### src/design/tpq_pkg.sv
`timescale 1ns / 1ps
package tpq_pkg;

  localparam int TimeW  = 48;
  localparam int DelayW = 32;
  localparam int CountW = 16;

  localparam logic [1:0] REQ_ADD    = 2'd0;
  localparam logic [1:0] REQ_CANCEL = 2'd1;
  localparam logic [1:0] REQ_TICK   = 2'd2;
  localparam logic [1:0] REQ_UNUSED = 2'd3;

  localparam logic [1:0] STS_OK      = 2'd0;
  localparam logic [1:0] STS_FULL    = 2'd1;
  localparam logic [1:0] STS_UNKNOWN = 2'd2;

  typedef struct packed {
    logic [TimeW-1:0]  expiry;
    logic [DelayW-1:0] delay;
    logic [CountW-1:0] count;
  } slot_t;

endpackage

### src/design/tpq_in_if.sv
`timescale 1ns / 1ps
interface tpq_in_if import tpq_pkg::*; ();
  logic              valid;
  logic              ready;
  logic [1:0]        req_type;
  logic [DelayW-1:0] delay_ticks;
  logic [CountW-1:0] fire_count;
  logic [3:0]        cancel_id;

  modport source (output valid, req_type, delay_ticks, fire_count, cancel_id, input ready);
  modport sink (input valid, req_type, delay_ticks, fire_count, cancel_id, output ready);
endinterface

### src/design/tpq_out_if.sv
`timescale 1ns / 1ps
interface tpq_out_if import tpq_pkg::*; ();
  logic              valid;
  logic              ready;
  logic [1:0]        status;
  logic [3:0]        slot_id;
  logic              fired;
  logic [CountW-1:0] count_left;
  logic [TimeW-1:0]  next_expiry;
  logic              queue_empty;
  logic              last;

  modport source (output valid, status, slot_id, fired, count_left, next_expiry,
                  queue_empty, last, input ready);
  modport sink (input valid, status, slot_id, fired, count_left, next_expiry,
                queue_empty, last, output ready);
endinterface

### src/design/timer_priority_queue_top.sv
`timescale 1ns / 1ps
// The time of a request depends on N = NUM_TIMERS for every request, on s (lowest free
// slot, N when full) for an add and on F (timers due) for a tick.
// Once a result is taken, the next passes through S_LD_RD and S_LD before it is valid; one request
// at a time. The time is set by the slot memory scans, one slot read per cycle.
// Reset (rst_n, synchronous, active low) empties the table and zeroes the tick counter.
module timer_priority_queue_top import tpq_pkg::*; #(
  parameter int NUM_TIMERS = 16
) (
  input  logic      clk,
  input  logic      rst_n,
  tpq_in_if.sink    in_chan,
  tpq_out_if.source out_chan
);

  localparam int N  = NUM_TIMERS;
  localparam int IW = $clog2(N);
  localparam int SW = $clog2(N + 1);

  typedef enum logic [8:0] {
    S_IDLE  = 9'b000000001,
    S_FREE  = 9'b000000010,
    S_DUE   = 9'b000000100,
    S_PICK  = 9'b000001000,
    S_PROC  = 9'b000010000,
    S_MIN   = 9'b000100000,
    S_LD_RD = 9'b001000000,
    S_LD    = 9'b010000000,
    S_WAIT  = 9'b100000000
  } state_t;

  typedef struct packed {
    logic [IW-1:0]     id;
    logic [CountW-1:0] left;
  } fire_t;

  state_t state_r, state_nxt;
  logic [SW-1:0] scan_r, scan_nxt;
  logic rd_vld_r, rd_vld_nxt;
  logic [IW-1:0] rd_idx_r, rd_idx_nxt;
  logic [N-1:0] valid_r, valid_nxt, due_r, due_nxt;
  logic [TimeW-1:0] now_r, now_nxt;
  logic [1:0] req_r, req_nxt;
  logic [DelayW-1:0] delay_r, delay_nxt;
  logic [CountW-1:0] count_r, count_nxt;
  logic [1:0] hdr_sts_r, hdr_sts_nxt;
  logic [3:0] hdr_id_r, hdr_id_nxt;
  logic [SW-1:0] nf_r, nf_nxt, oi_r, oi_nxt;
  logic found_r, found_nxt;
  logic [IW-1:0] pick_r, pick_nxt;
  logic [TimeW-1:0] best_r, best_nxt;
  logic [CountW-1:0] pcnt_r, pcnt_nxt;
  logic [DelayW-1:0] pdly_r, pdly_nxt;
  logic any_r, any_nxt;
  logic [TimeW-1:0] min_r, min_nxt;

  logic out_valid_r, out_valid_nxt;
  logic [1:0] out_sts_r, out_sts_nxt;
  logic [3:0] out_id_r, out_id_nxt;
  logic out_fired_r, out_fired_nxt;
  logic [CountW-1:0] out_left_r, out_left_nxt;
  logic [TimeW-1:0] out_next_r, out_next_nxt;
  logic out_empty_r, out_empty_nxt;
  logic out_last_r, out_last_nxt;

  slot_t mem [N];
  slot_t mem_q;
  logic mem_we;
  logic [IW-1:0] mem_wa;
  slot_t mem_wd;
  logic [IW-1:0] rd_addr;

  fire_t rbuf [N];
  fire_t rbuf_q;
  logic rb_we;
  logic [IW-1:0] rb_wa;
  fire_t rb_wd;

  logic scan_done;
  logic [IW-1:0] cid_idx, scan_idx;
  logic [CountW-1:0] new_cnt;

  assign rd_addr = (scan_r < SW'(N)) ? scan_r[IW-1:0] : '0;

  always_ff @(posedge clk) begin
    if (mem_we) begin
      mem[mem_wa] <= mem_wd;
    end
    mem_q <= mem[rd_addr];
  end

  always_ff @(posedge clk) begin
    if (rb_we) begin
      rbuf[rb_wa] <= rb_wd;
    end
    rbuf_q <= rbuf[oi_r[IW-1:0]];
  end

  assign scan_done = rd_vld_r && (rd_idx_r == IW'(N - 1));
  assign cid_idx   = IW'(in_chan.cancel_id);
  assign scan_idx  = scan_r[IW-1:0];
  assign new_cnt   = pcnt_r - CountW'(1);

  assign in_chan.ready        = (state_r == S_IDLE);
  assign out_chan.valid       = out_valid_r;
  assign out_chan.status      = out_sts_r;
  assign out_chan.slot_id     = out_id_r;
  assign out_chan.fired       = out_fired_r;
  assign out_chan.count_left  = out_left_r;
  assign out_chan.next_expiry = out_next_r;
  assign out_chan.queue_empty = out_empty_r;
  assign out_chan.last        = out_last_r;

  always_comb begin
    state_nxt = state_r;
    scan_nxt = scan_r;
    rd_vld_nxt = 1'b0;
    rd_idx_nxt = rd_idx_r;
    valid_nxt = valid_r;
    due_nxt = due_r;
    now_nxt = now_r;
    req_nxt = req_r;
    delay_nxt = delay_r;
    count_nxt = count_r;
    hdr_sts_nxt = hdr_sts_r;
    hdr_id_nxt = hdr_id_r;
    nf_nxt = nf_r;
    oi_nxt = oi_r;
    found_nxt = 1'b0;
    pick_nxt = pick_r;
    best_nxt = best_r;
    pcnt_nxt = pcnt_r;
    pdly_nxt = pdly_r;
    any_nxt = 1'b0;
    min_nxt = min_r;
    out_valid_nxt = out_valid_r;
    out_sts_nxt = out_sts_r;
    out_id_nxt = out_id_r;
    out_fired_nxt = out_fired_r;
    out_left_nxt = out_left_r;
    out_next_nxt = out_next_r;
    out_empty_nxt = out_empty_r;
    out_last_nxt = out_last_r;
    mem_we = 1'b0;
    mem_wa = pick_r;
    mem_wd = '{expiry: now_r + TimeW'(pdly_r), delay: pdly_r, count: new_cnt};
    rb_we = 1'b0;
    rb_wa = nf_r[IW-1:0];
    rb_wd = '{id: pick_r, left: new_cnt};

    // issue one slot read per cycle during the memory scans
    if ((state_r == S_DUE || state_r == S_PICK || state_r == S_MIN) && scan_r < SW'(N)) begin
      rd_vld_nxt = 1'b1;
      rd_idx_nxt = scan_idx;
      scan_nxt = scan_r + SW'(1);
    end

    unique case (state_r)
      S_IDLE: begin
        if (in_chan.valid) begin
          req_nxt = in_chan.req_type;
          delay_nxt = in_chan.delay_ticks;
          count_nxt = in_chan.fire_count;
          hdr_sts_nxt = STS_OK;
          hdr_id_nxt = '0;
          nf_nxt = '0;
          oi_nxt = '0;
          scan_nxt = '0;
          state_nxt = S_MIN;
          if (in_chan.req_type == REQ_ADD) begin
            state_nxt = S_FREE;
          end else if (in_chan.req_type == REQ_CANCEL) begin
            if (32'(in_chan.cancel_id) < N && valid_r[cid_idx]) begin
              valid_nxt[cid_idx] = 1'b0;
            end else begin
              hdr_sts_nxt = STS_UNKNOWN;
            end
          end else if (in_chan.req_type == REQ_TICK) begin
            now_nxt = now_r + TimeW'(1);
            due_nxt = '0;
            state_nxt = S_DUE;
          end
        end
      end
      S_FREE: begin
        if (scan_r == SW'(N)) begin
          hdr_sts_nxt = STS_FULL;
          scan_nxt = '0;
          state_nxt = S_MIN;
        end else if (!valid_r[scan_idx]) begin
          mem_we = 1'b1;
          mem_wa = scan_idx;
          mem_wd = '{expiry: now_r + TimeW'(delay_r), delay: delay_r, count: count_r};
          valid_nxt[scan_idx] = 1'b1;
          hdr_id_nxt = 4'(scan_idx);
          scan_nxt = '0;
          state_nxt = S_MIN;
        end else begin
          scan_nxt = scan_r + SW'(1);
        end
      end
      S_DUE: begin
        if (rd_vld_r) begin
          due_nxt[rd_idx_r] = valid_r[rd_idx_r] && (mem_q.expiry < now_r);
        end
        if (scan_done) begin
          scan_nxt = '0;
          rd_vld_nxt = 1'b0;
          state_nxt = S_PICK;
        end
      end
      S_PICK: begin
        found_nxt = found_r;
        // strict compare keeps the lower slot on ties
        if (rd_vld_r && due_r[rd_idx_r] && (!found_r || mem_q.expiry < best_r)) begin
          found_nxt = 1'b1;
          pick_nxt = rd_idx_r;
          best_nxt = mem_q.expiry;
          pcnt_nxt = mem_q.count;
          pdly_nxt = mem_q.delay;
        end
        if (scan_done) begin
          scan_nxt = '0;
          rd_vld_nxt = 1'b0;
          state_nxt = found_nxt ? S_PROC : S_MIN;
        end
      end
      S_PROC: begin
        due_nxt[pick_r] = 1'b0;
        if (pcnt_r != '0) begin
          rb_we = 1'b1;
          nf_nxt = nf_r + SW'(1);
          if (new_cnt != '0) begin
            mem_we = 1'b1;
          end else begin
            valid_nxt[pick_r] = 1'b0;
          end
        end else begin
          valid_nxt[pick_r] = 1'b0;
        end
        state_nxt = S_PICK;
      end
      S_MIN: begin
        any_nxt = any_r;
        if (rd_vld_r && valid_r[rd_idx_r] && (!any_r || mem_q.expiry < min_r)) begin
          any_nxt = 1'b1;
          min_nxt = mem_q.expiry;
        end
        if (scan_done) begin
          scan_nxt = '0;
          rd_vld_nxt = 1'b0;
          any_nxt = 1'b0;
          out_empty_nxt = !(any_r || (valid_r[rd_idx_r]));
          out_next_nxt = (rd_vld_r && valid_r[rd_idx_r] && (!any_r || mem_q.expiry < min_r))
                         ? mem_q.expiry : (any_r ? min_r : '0);
          state_nxt = S_LD_RD;
        end
      end
      S_LD_RD: begin
        state_nxt = S_LD;
      end
      S_LD: begin
        out_valid_nxt = 1'b1;
        if (oi_r < nf_r) begin
          out_sts_nxt = STS_OK;
          out_id_nxt = 4'(rbuf_q.id);
          out_fired_nxt = 1'b1;
          out_left_nxt = rbuf_q.left;
          out_last_nxt = 1'b0;
        end else begin
          out_sts_nxt = hdr_sts_r;
          out_id_nxt = hdr_id_r;
          out_fired_nxt = 1'b0;
          out_left_nxt = '0;
          out_last_nxt = 1'b1;
        end
        state_nxt = S_WAIT;
      end
      S_WAIT: begin
        if (out_chan.ready) begin
          out_valid_nxt = 1'b0;
          if (out_last_r) begin
            state_nxt = S_IDLE;
          end else begin
            oi_nxt = oi_r + SW'(1);
            state_nxt = S_LD_RD;
          end
        end
      end
      default: begin
        state_nxt = S_IDLE;
      end
    endcase
  end

  always_ff @(posedge clk) begin
    if (!rst_n) begin
      state_r <= S_IDLE;
      scan_r <= '0;
      rd_vld_r <= 1'b0;
      valid_r <= '0;
      due_r <= '0;
      now_r <= '0;
      nf_r <= '0;
      oi_r <= '0;
      found_r <= 1'b0;
      any_r <= 1'b0;
      out_valid_r <= 1'b0;
    end else begin
      state_r <= state_nxt;
      scan_r <= scan_nxt;
      rd_vld_r <= rd_vld_nxt;
      valid_r <= valid_nxt;
      due_r <= due_nxt;
      now_r <= now_nxt;
      nf_r <= nf_nxt;
      oi_r <= oi_nxt;
      found_r <= found_nxt;
      any_r <= any_nxt;
      out_valid_r <= out_valid_nxt;
    end
  end

  always_ff @(posedge clk) begin
    rd_idx_r <= rd_idx_nxt;
    req_r <= req_nxt;
    delay_r <= delay_nxt;
    count_r <= count_nxt;
    hdr_sts_r <= hdr_sts_nxt;
    hdr_id_r <= hdr_id_nxt;
    pick_r <= pick_nxt;
    best_r <= best_nxt;
    pcnt_r <= pcnt_nxt;
    pdly_r <= pdly_nxt;
    min_r <= min_nxt;
    out_sts_r <= out_sts_nxt;
    out_id_r <= out_id_nxt;
    out_fired_r <= out_fired_nxt;
    out_left_r <= out_left_nxt;
    out_next_r <= out_next_nxt;
    out_empty_r <= out_empty_nxt;
    out_last_r <= out_last_nxt;
  end

`ifndef ASSERT_OFF
  a_no_request_while_result: assert property (@(posedge clk) disable iff (!rst_n)
    in_chan.ready |-> !out_valid_r) else $error("request taken while a result is pending");

  a_fire_bound: assert property (@(posedge clk) disable iff (!rst_n)
    nf_r <= SW'(N)) else $error("more firings buffered than slots");

  a_idle_no_read: assert property (@(posedge clk) disable iff (!rst_n)
    (state_r == S_IDLE) |-> !rd_vld_r) else $error("slot read in flight while idle");

  a_add_only_in_free: assert property (@(posedge clk) disable iff (!rst_n)
    (state_r == S_FREE) |-> (req_r == REQ_ADD)) else $error("free slot search on non-add");
`endif

endmodule
### src/flat_wrapper.sv
// flat-port wrapper written by rule: the top's interface ports become plain ports
module timer_priority_queue_top_flat import tpq_pkg::*;
#(
  parameter int NUM_TIMERS = 16
)
  (clk, rst_n, in_chan_valid, in_chan_req_type, in_chan_delay_ticks, in_chan_fire_count, in_chan_cancel_id, in_chan_ready, out_chan_valid, out_chan_status, out_chan_slot_id, out_chan_fired, out_chan_count_left, out_chan_next_expiry, out_chan_queue_empty, out_chan_last, out_chan_ready);
  tpq_in_if in_chan_i ();
  tpq_out_if out_chan_i ();
  input  logic clk;
  input  logic rst_n;
  input wire logic [$bits(in_chan_i.valid)-1:0] in_chan_valid;
  input wire logic [$bits(in_chan_i.req_type)-1:0] in_chan_req_type;
  input wire logic [$bits(in_chan_i.delay_ticks)-1:0] in_chan_delay_ticks;
  input wire logic [$bits(in_chan_i.fire_count)-1:0] in_chan_fire_count;
  input wire logic [$bits(in_chan_i.cancel_id)-1:0] in_chan_cancel_id;
  output wire logic [$bits(in_chan_i.ready)-1:0] in_chan_ready;
  output wire logic [$bits(out_chan_i.valid)-1:0] out_chan_valid;
  output wire logic [$bits(out_chan_i.status)-1:0] out_chan_status;
  output wire logic [$bits(out_chan_i.slot_id)-1:0] out_chan_slot_id;
  output wire logic [$bits(out_chan_i.fired)-1:0] out_chan_fired;
  output wire logic [$bits(out_chan_i.count_left)-1:0] out_chan_count_left;
  output wire logic [$bits(out_chan_i.next_expiry)-1:0] out_chan_next_expiry;
  output wire logic [$bits(out_chan_i.queue_empty)-1:0] out_chan_queue_empty;
  output wire logic [$bits(out_chan_i.last)-1:0] out_chan_last;
  input wire logic [$bits(out_chan_i.ready)-1:0] out_chan_ready;
  assign in_chan_i.valid = in_chan_valid;
  assign in_chan_i.req_type = in_chan_req_type;
  assign in_chan_i.delay_ticks = in_chan_delay_ticks;
  assign in_chan_i.fire_count = in_chan_fire_count;
  assign in_chan_i.cancel_id = in_chan_cancel_id;
  assign in_chan_ready = in_chan_i.ready;
  assign out_chan_valid = out_chan_i.valid;
  assign out_chan_status = out_chan_i.status;
  assign out_chan_slot_id = out_chan_i.slot_id;
  assign out_chan_fired = out_chan_i.fired;
  assign out_chan_count_left = out_chan_i.count_left;
  assign out_chan_next_expiry = out_chan_i.next_expiry;
  assign out_chan_queue_empty = out_chan_i.queue_empty;
  assign out_chan_last = out_chan_i.last;
  assign out_chan_i.ready = out_chan_ready;
  timer_priority_queue_top #(.NUM_TIMERS(NUM_TIMERS)) u_core (.clk(clk), .rst_n(rst_n), .in_chan(in_chan_i), .out_chan(out_chan_i));
endmodule
### config.mk
export PLATFORM = sky130hd
export DESIGN_NAME = timer_priority_queue_top_flat
export DESIGN_NICKNAME = d
export VERILOG_FILES = /design/src/design/tpq_pkg.sv /design/src/design/tpq_in_if.sv /design/src/design/tpq_out_if.sv /design/src/design/timer_priority_queue_top.sv /design/src/flat_wrapper.sv
export SDC_FILE = /design/constraint.sdc
export NUM_CORES = 2
export LEC_CHECK = 0
export ABC_AREA = 1
export BUFFER_PORTS_ARGS = -buffer_cell sky130_fd_sc_hd__buf_2
export CORE_MARGIN = 1.5
export CORE_UTILIZATION = 38
export DETAILED_ROUTE_END_ITERATION = 12
export MAX_ROUTING_LAYER = met4
export RECOVER_POWER = 50
export SETUP_SLACK_MARGIN = 0.15
export SYNTH_ARGS = -nofsm -noshare
export SYNTH_HDL_FRONTEND = slang
export SYNTH_SLANG_ARGS = --single-unit
### constraint.sdc
create_clock -name clk -period 9.9 [get_ports clk]
set_input_delay 1.485 -clock clk [delete_from_list [all_inputs] [get_ports clk]]
set_output_delay 1.485 -clock clk [all_outputs]
set_load 0.01 [all_outputs]
==> reports/metrics.csv <==
stage,metric,value,unit
route,via/cell ratio,5.50,
floorplan,Starting Density,0.383,
power,Comb pwr share,0.153,
setup_path,CP Capture Type,flip-flop,
timing,Final Worst Setup Slack,2270,ps
timing,Setup Skew,105,ps
timing,Fmax,131,MHz
power,VDD IR max,0.171,mV
global_routing,first-pass GRT wire length,451,mm
place,placer's final routability congestion estimate,0.993,
place,IO Port Bufs,132,
cts,H-tree Lvls,4,
route,Vias,71100,
timing,Slew @ Worst Pin,4380,ps
cts,post-CTS sizing,0,
power,switching share of power,0.294,
final_layout,area delta synth->final,11.9,%
timing,worst rel slew slack,-1.92,
synthesis,top_reg_cell synth,edfxtp_1,
setup_path,CP Launch Type,flip-flop,
floorplan,Core Footprint,266000,um^2
power,P_int,17.6,mW
synthesis,ys async rst share,0,
global_routing,vias in the first global route,67700,
place,dpl ws,4020,ps
power,Total Power,24.9,mW
synthesis,top cell type's share of synthesized area,0.631,
synthesis,"flops & latches, synth",2359,
final_layout,Final Cell Area,114000,um^2
status,failing checks,"capacitance limit, slew limit",
route,DRT antenna net count,0,
final_layout,Layout Utilization,0.428,
setup_path,CP required,10730,ps
place,DP Wirelength,181,mm
global_routing,largest net degree at the start of global routing,205,
setup_path,Critical Path AT,8450,ps
final_layout,Total Nets Final,9472,
job,MaxCap Viol Count,39,
synthesis,sequential element share of the synthesized area,0.675,
global_routing,Congestion Overflow GR,0,
floorplan,Die X-Extent,520,um
cts,clk buf depth,4,
global_routing,Overall Global Routing Usage,0.228,
cts,Clock Latency Late Sink,900,ps
cts,CTS tree,done,
timing,unrepaired setup endpoints after global routing,false,
synthesis,Yosys cell types,58,
floorplan,Cell Rows,189,
synthesis,most frequent cell after synthesis,nor2_1,
power,leakage,40.0,nW
setup_path,CP Max Fanout,76,
cts,CTS sink cnt,2359,
hold_path,HP Class,flip-flop to flip-flop,
cts,CTS buffer count,245,
synthesis,"top cells by count, synth","nor2_1 (2178), edfxtp_1 (2135), nand2_1 (1202), o21ai_0 (631), inv_1 (498)",
synthesis,largest area contributor in the netlist,edfxtp_1,
synthesis,Mapped Nets,9438,
final_layout,fill count,24500,
synthesis,synthesized instance count,9156,
power,clock power share,0.364,
cts,hold buffers post-CTS,0,
final_layout,Multi-input gate area,29300,um^2
setup_path,WS Path Type,flip-flop to flip-flop,
power,Sequential Power Share,0.483,
timing,final setup violation count,0,
route,DR pass1 iterations,6,
synthesis,Post-synth EDFFs,2135,
cts,"Clk pin slew, worst setup/hold paths",60,ps
synthesis,synth top area cells,"edfxtp_1 (63%), nor2_1 (8.0%), nand2_1 (4.4%), dfxtp_1 (4.4%), o311ai_0 (3.3%)",
status,status,finished with violations,
floorplan,die area,270000,um^2
power,PD cells,220,nW/um^2
floorplan,DIE HEIGHT,520,um
timing,period utilization,0.770,
cts,clk root buf,clkbuf_16,
timing,final hold vios,0,
synthesis,syn avg cell area,11.1,um^2
place,dpl cell area,106000,um^2
power,Psw,7.33,mW
floorplan,IO Count,133,
global_routing,initial antenna violation count,12,
timing,Fin Setup TNS,0,ps
route,Avg WL per Cell,23.8,um
synthesis,Ys Warns,0,
final_layout,Reg area,68600,um^2
timing,minimum clock period,7630,ps
synthesis,Mapped Area,102000,um^2
route,DR DRC count,0,
timing,Final Max Tran Viols,1441,
cts,setup bufs post-CTS,0,
route,DR iter-0 viols,8149,
final_layout,layout cells sized above 1,0.0574,
route,Routed WL,308,mm
==> layout make-up <==
type / count / share of cell area
timing repair buffer: 243 / 0.0125
clock inverter: 116 / 0.00972
tap: 3533 / 0.0389
antenna: 5 / 0.000110
sequential: 2359 / 0.604
inverter: 518 / 0.0174
clock buffer: 338 / 0.0599
multi-input combinational: 5823 / 0.258
==> registers in the layout, indices dropped and copies added (netlist names), 20 cells and up <==
register	cells
u_core.mem	1536
u_core.rbuf	320
u_core.mem_q	96
u_core.best_r	48
u_core.min_r	48
u_core.now_r	48
u_core.out_chan.next_expiry	48
u_core.delay_r	32
u_core.pdly_r	32
u_core.rbuf_q	20
==> per-stage QoR <==
| stage | hold slack (ps) | std cells |
|---|---|---|
| floorplan | 386 | 9156 |
| global placement | 389 | 12500 |
| detailed placement | 389 | 12500 |
| CTS | 371 | 12900 |
| global route | 393 | 12900 |
| finish | 380 | 12900 |
==> power by group through the flow <==
| stage | clock network (mW) | logic, mW | registers [mW] |
|---|---|---|---|
| 6_report | 9.09 | 3.81 | 12.1 |
| 5_1_grt | 9.60 | 4.23 | 12.1 |
| 4_1_cts | 9.24 | 3.80 | 12.0 |
| 3_5_place_dp | 0 | 3.79 | 12.2 |
| 3_3_place_gp | 0 | 3.70 | 12.2 |
| 2_1_floorplan | 0 | 2.62 | 11.7 |
==> per-layer routing <==
metal,share of wire,global-route usage,vias to the layer above
li1,-,-,32500
met1,0.44,0.317,35100
met2,0.46,0.354,2990
met3,0.076,0.0280,510
met4,0.027,0.0618,0
met5,0,-,-
==> placed cells by master (no fill, tap or decap), types with 28 or more instances in the layout <==
master	instances
nor3_1	69
nand3_1	457
o311ai_0	379
xor2_1	49
o221ai_1	38
nand4_1	35
buf_4	59
dfxtp_1	222
o21ai_0	638
o32ai_1	44
clkinv_1	33
mux2i_1	38
clkbuf_1	190
nand2_1	1207
nor2_1	2169
clkbuf_16	247
a21oi_1	266
edfxtp_1	2135
buf_2	40
clkbuf_8	28
clkinv_2	40
inv_1	501
ha_1	222
==> critical path, cell delays in order, from the launching register on <==
cell and delay [ps]:
dfxtp_1 2340, inv_1 800, nor2_1 710, buf_4 490, buf_4 830, clkbuf_2 1330, nor2_1 60, o311ai_0 490
nand3_1 140, nand2_1 100
==> path summary, 6_finish.rpt <==
| kind | startpoint | slack [ps] | to | depth (start not counted) |
|---|---|---|---|---|
| setup / recovery | u_core.scan_r[0] | 2270 | u_core.mem_q[72] | 9 |
| hold / removal | u_core.mem_q[1] | 380 | u_core.pcnt_r[1] | 0 |
| hold reg to reg | u_core.mem_q[1] | 380 | u_core.pcnt_r[1] | 0 |
| setup reg to reg | u_core.scan_r[0] | 2270 | u_core.mem_q[72] | 9 |
==> cell families (layout without fill, tap and decap cells) <==
group,Yosys count,in the layout,share of synthesized area
flip-flops,2359,2359,0.675
multiplexers,38,38,0.00374
adder cells (fa/ha/maj),224,224,0.0277
other,0,5,0
AND/OR/NAND/NOR,4014,4014,0.158
XOR/XNOR,64,64,0.00552
buffers and inverters,974,1215,0.0371
AO/OA/AOI/OAI,1483,1483,0.0925
Note: power is estimated with default switching activity, not from simulation.
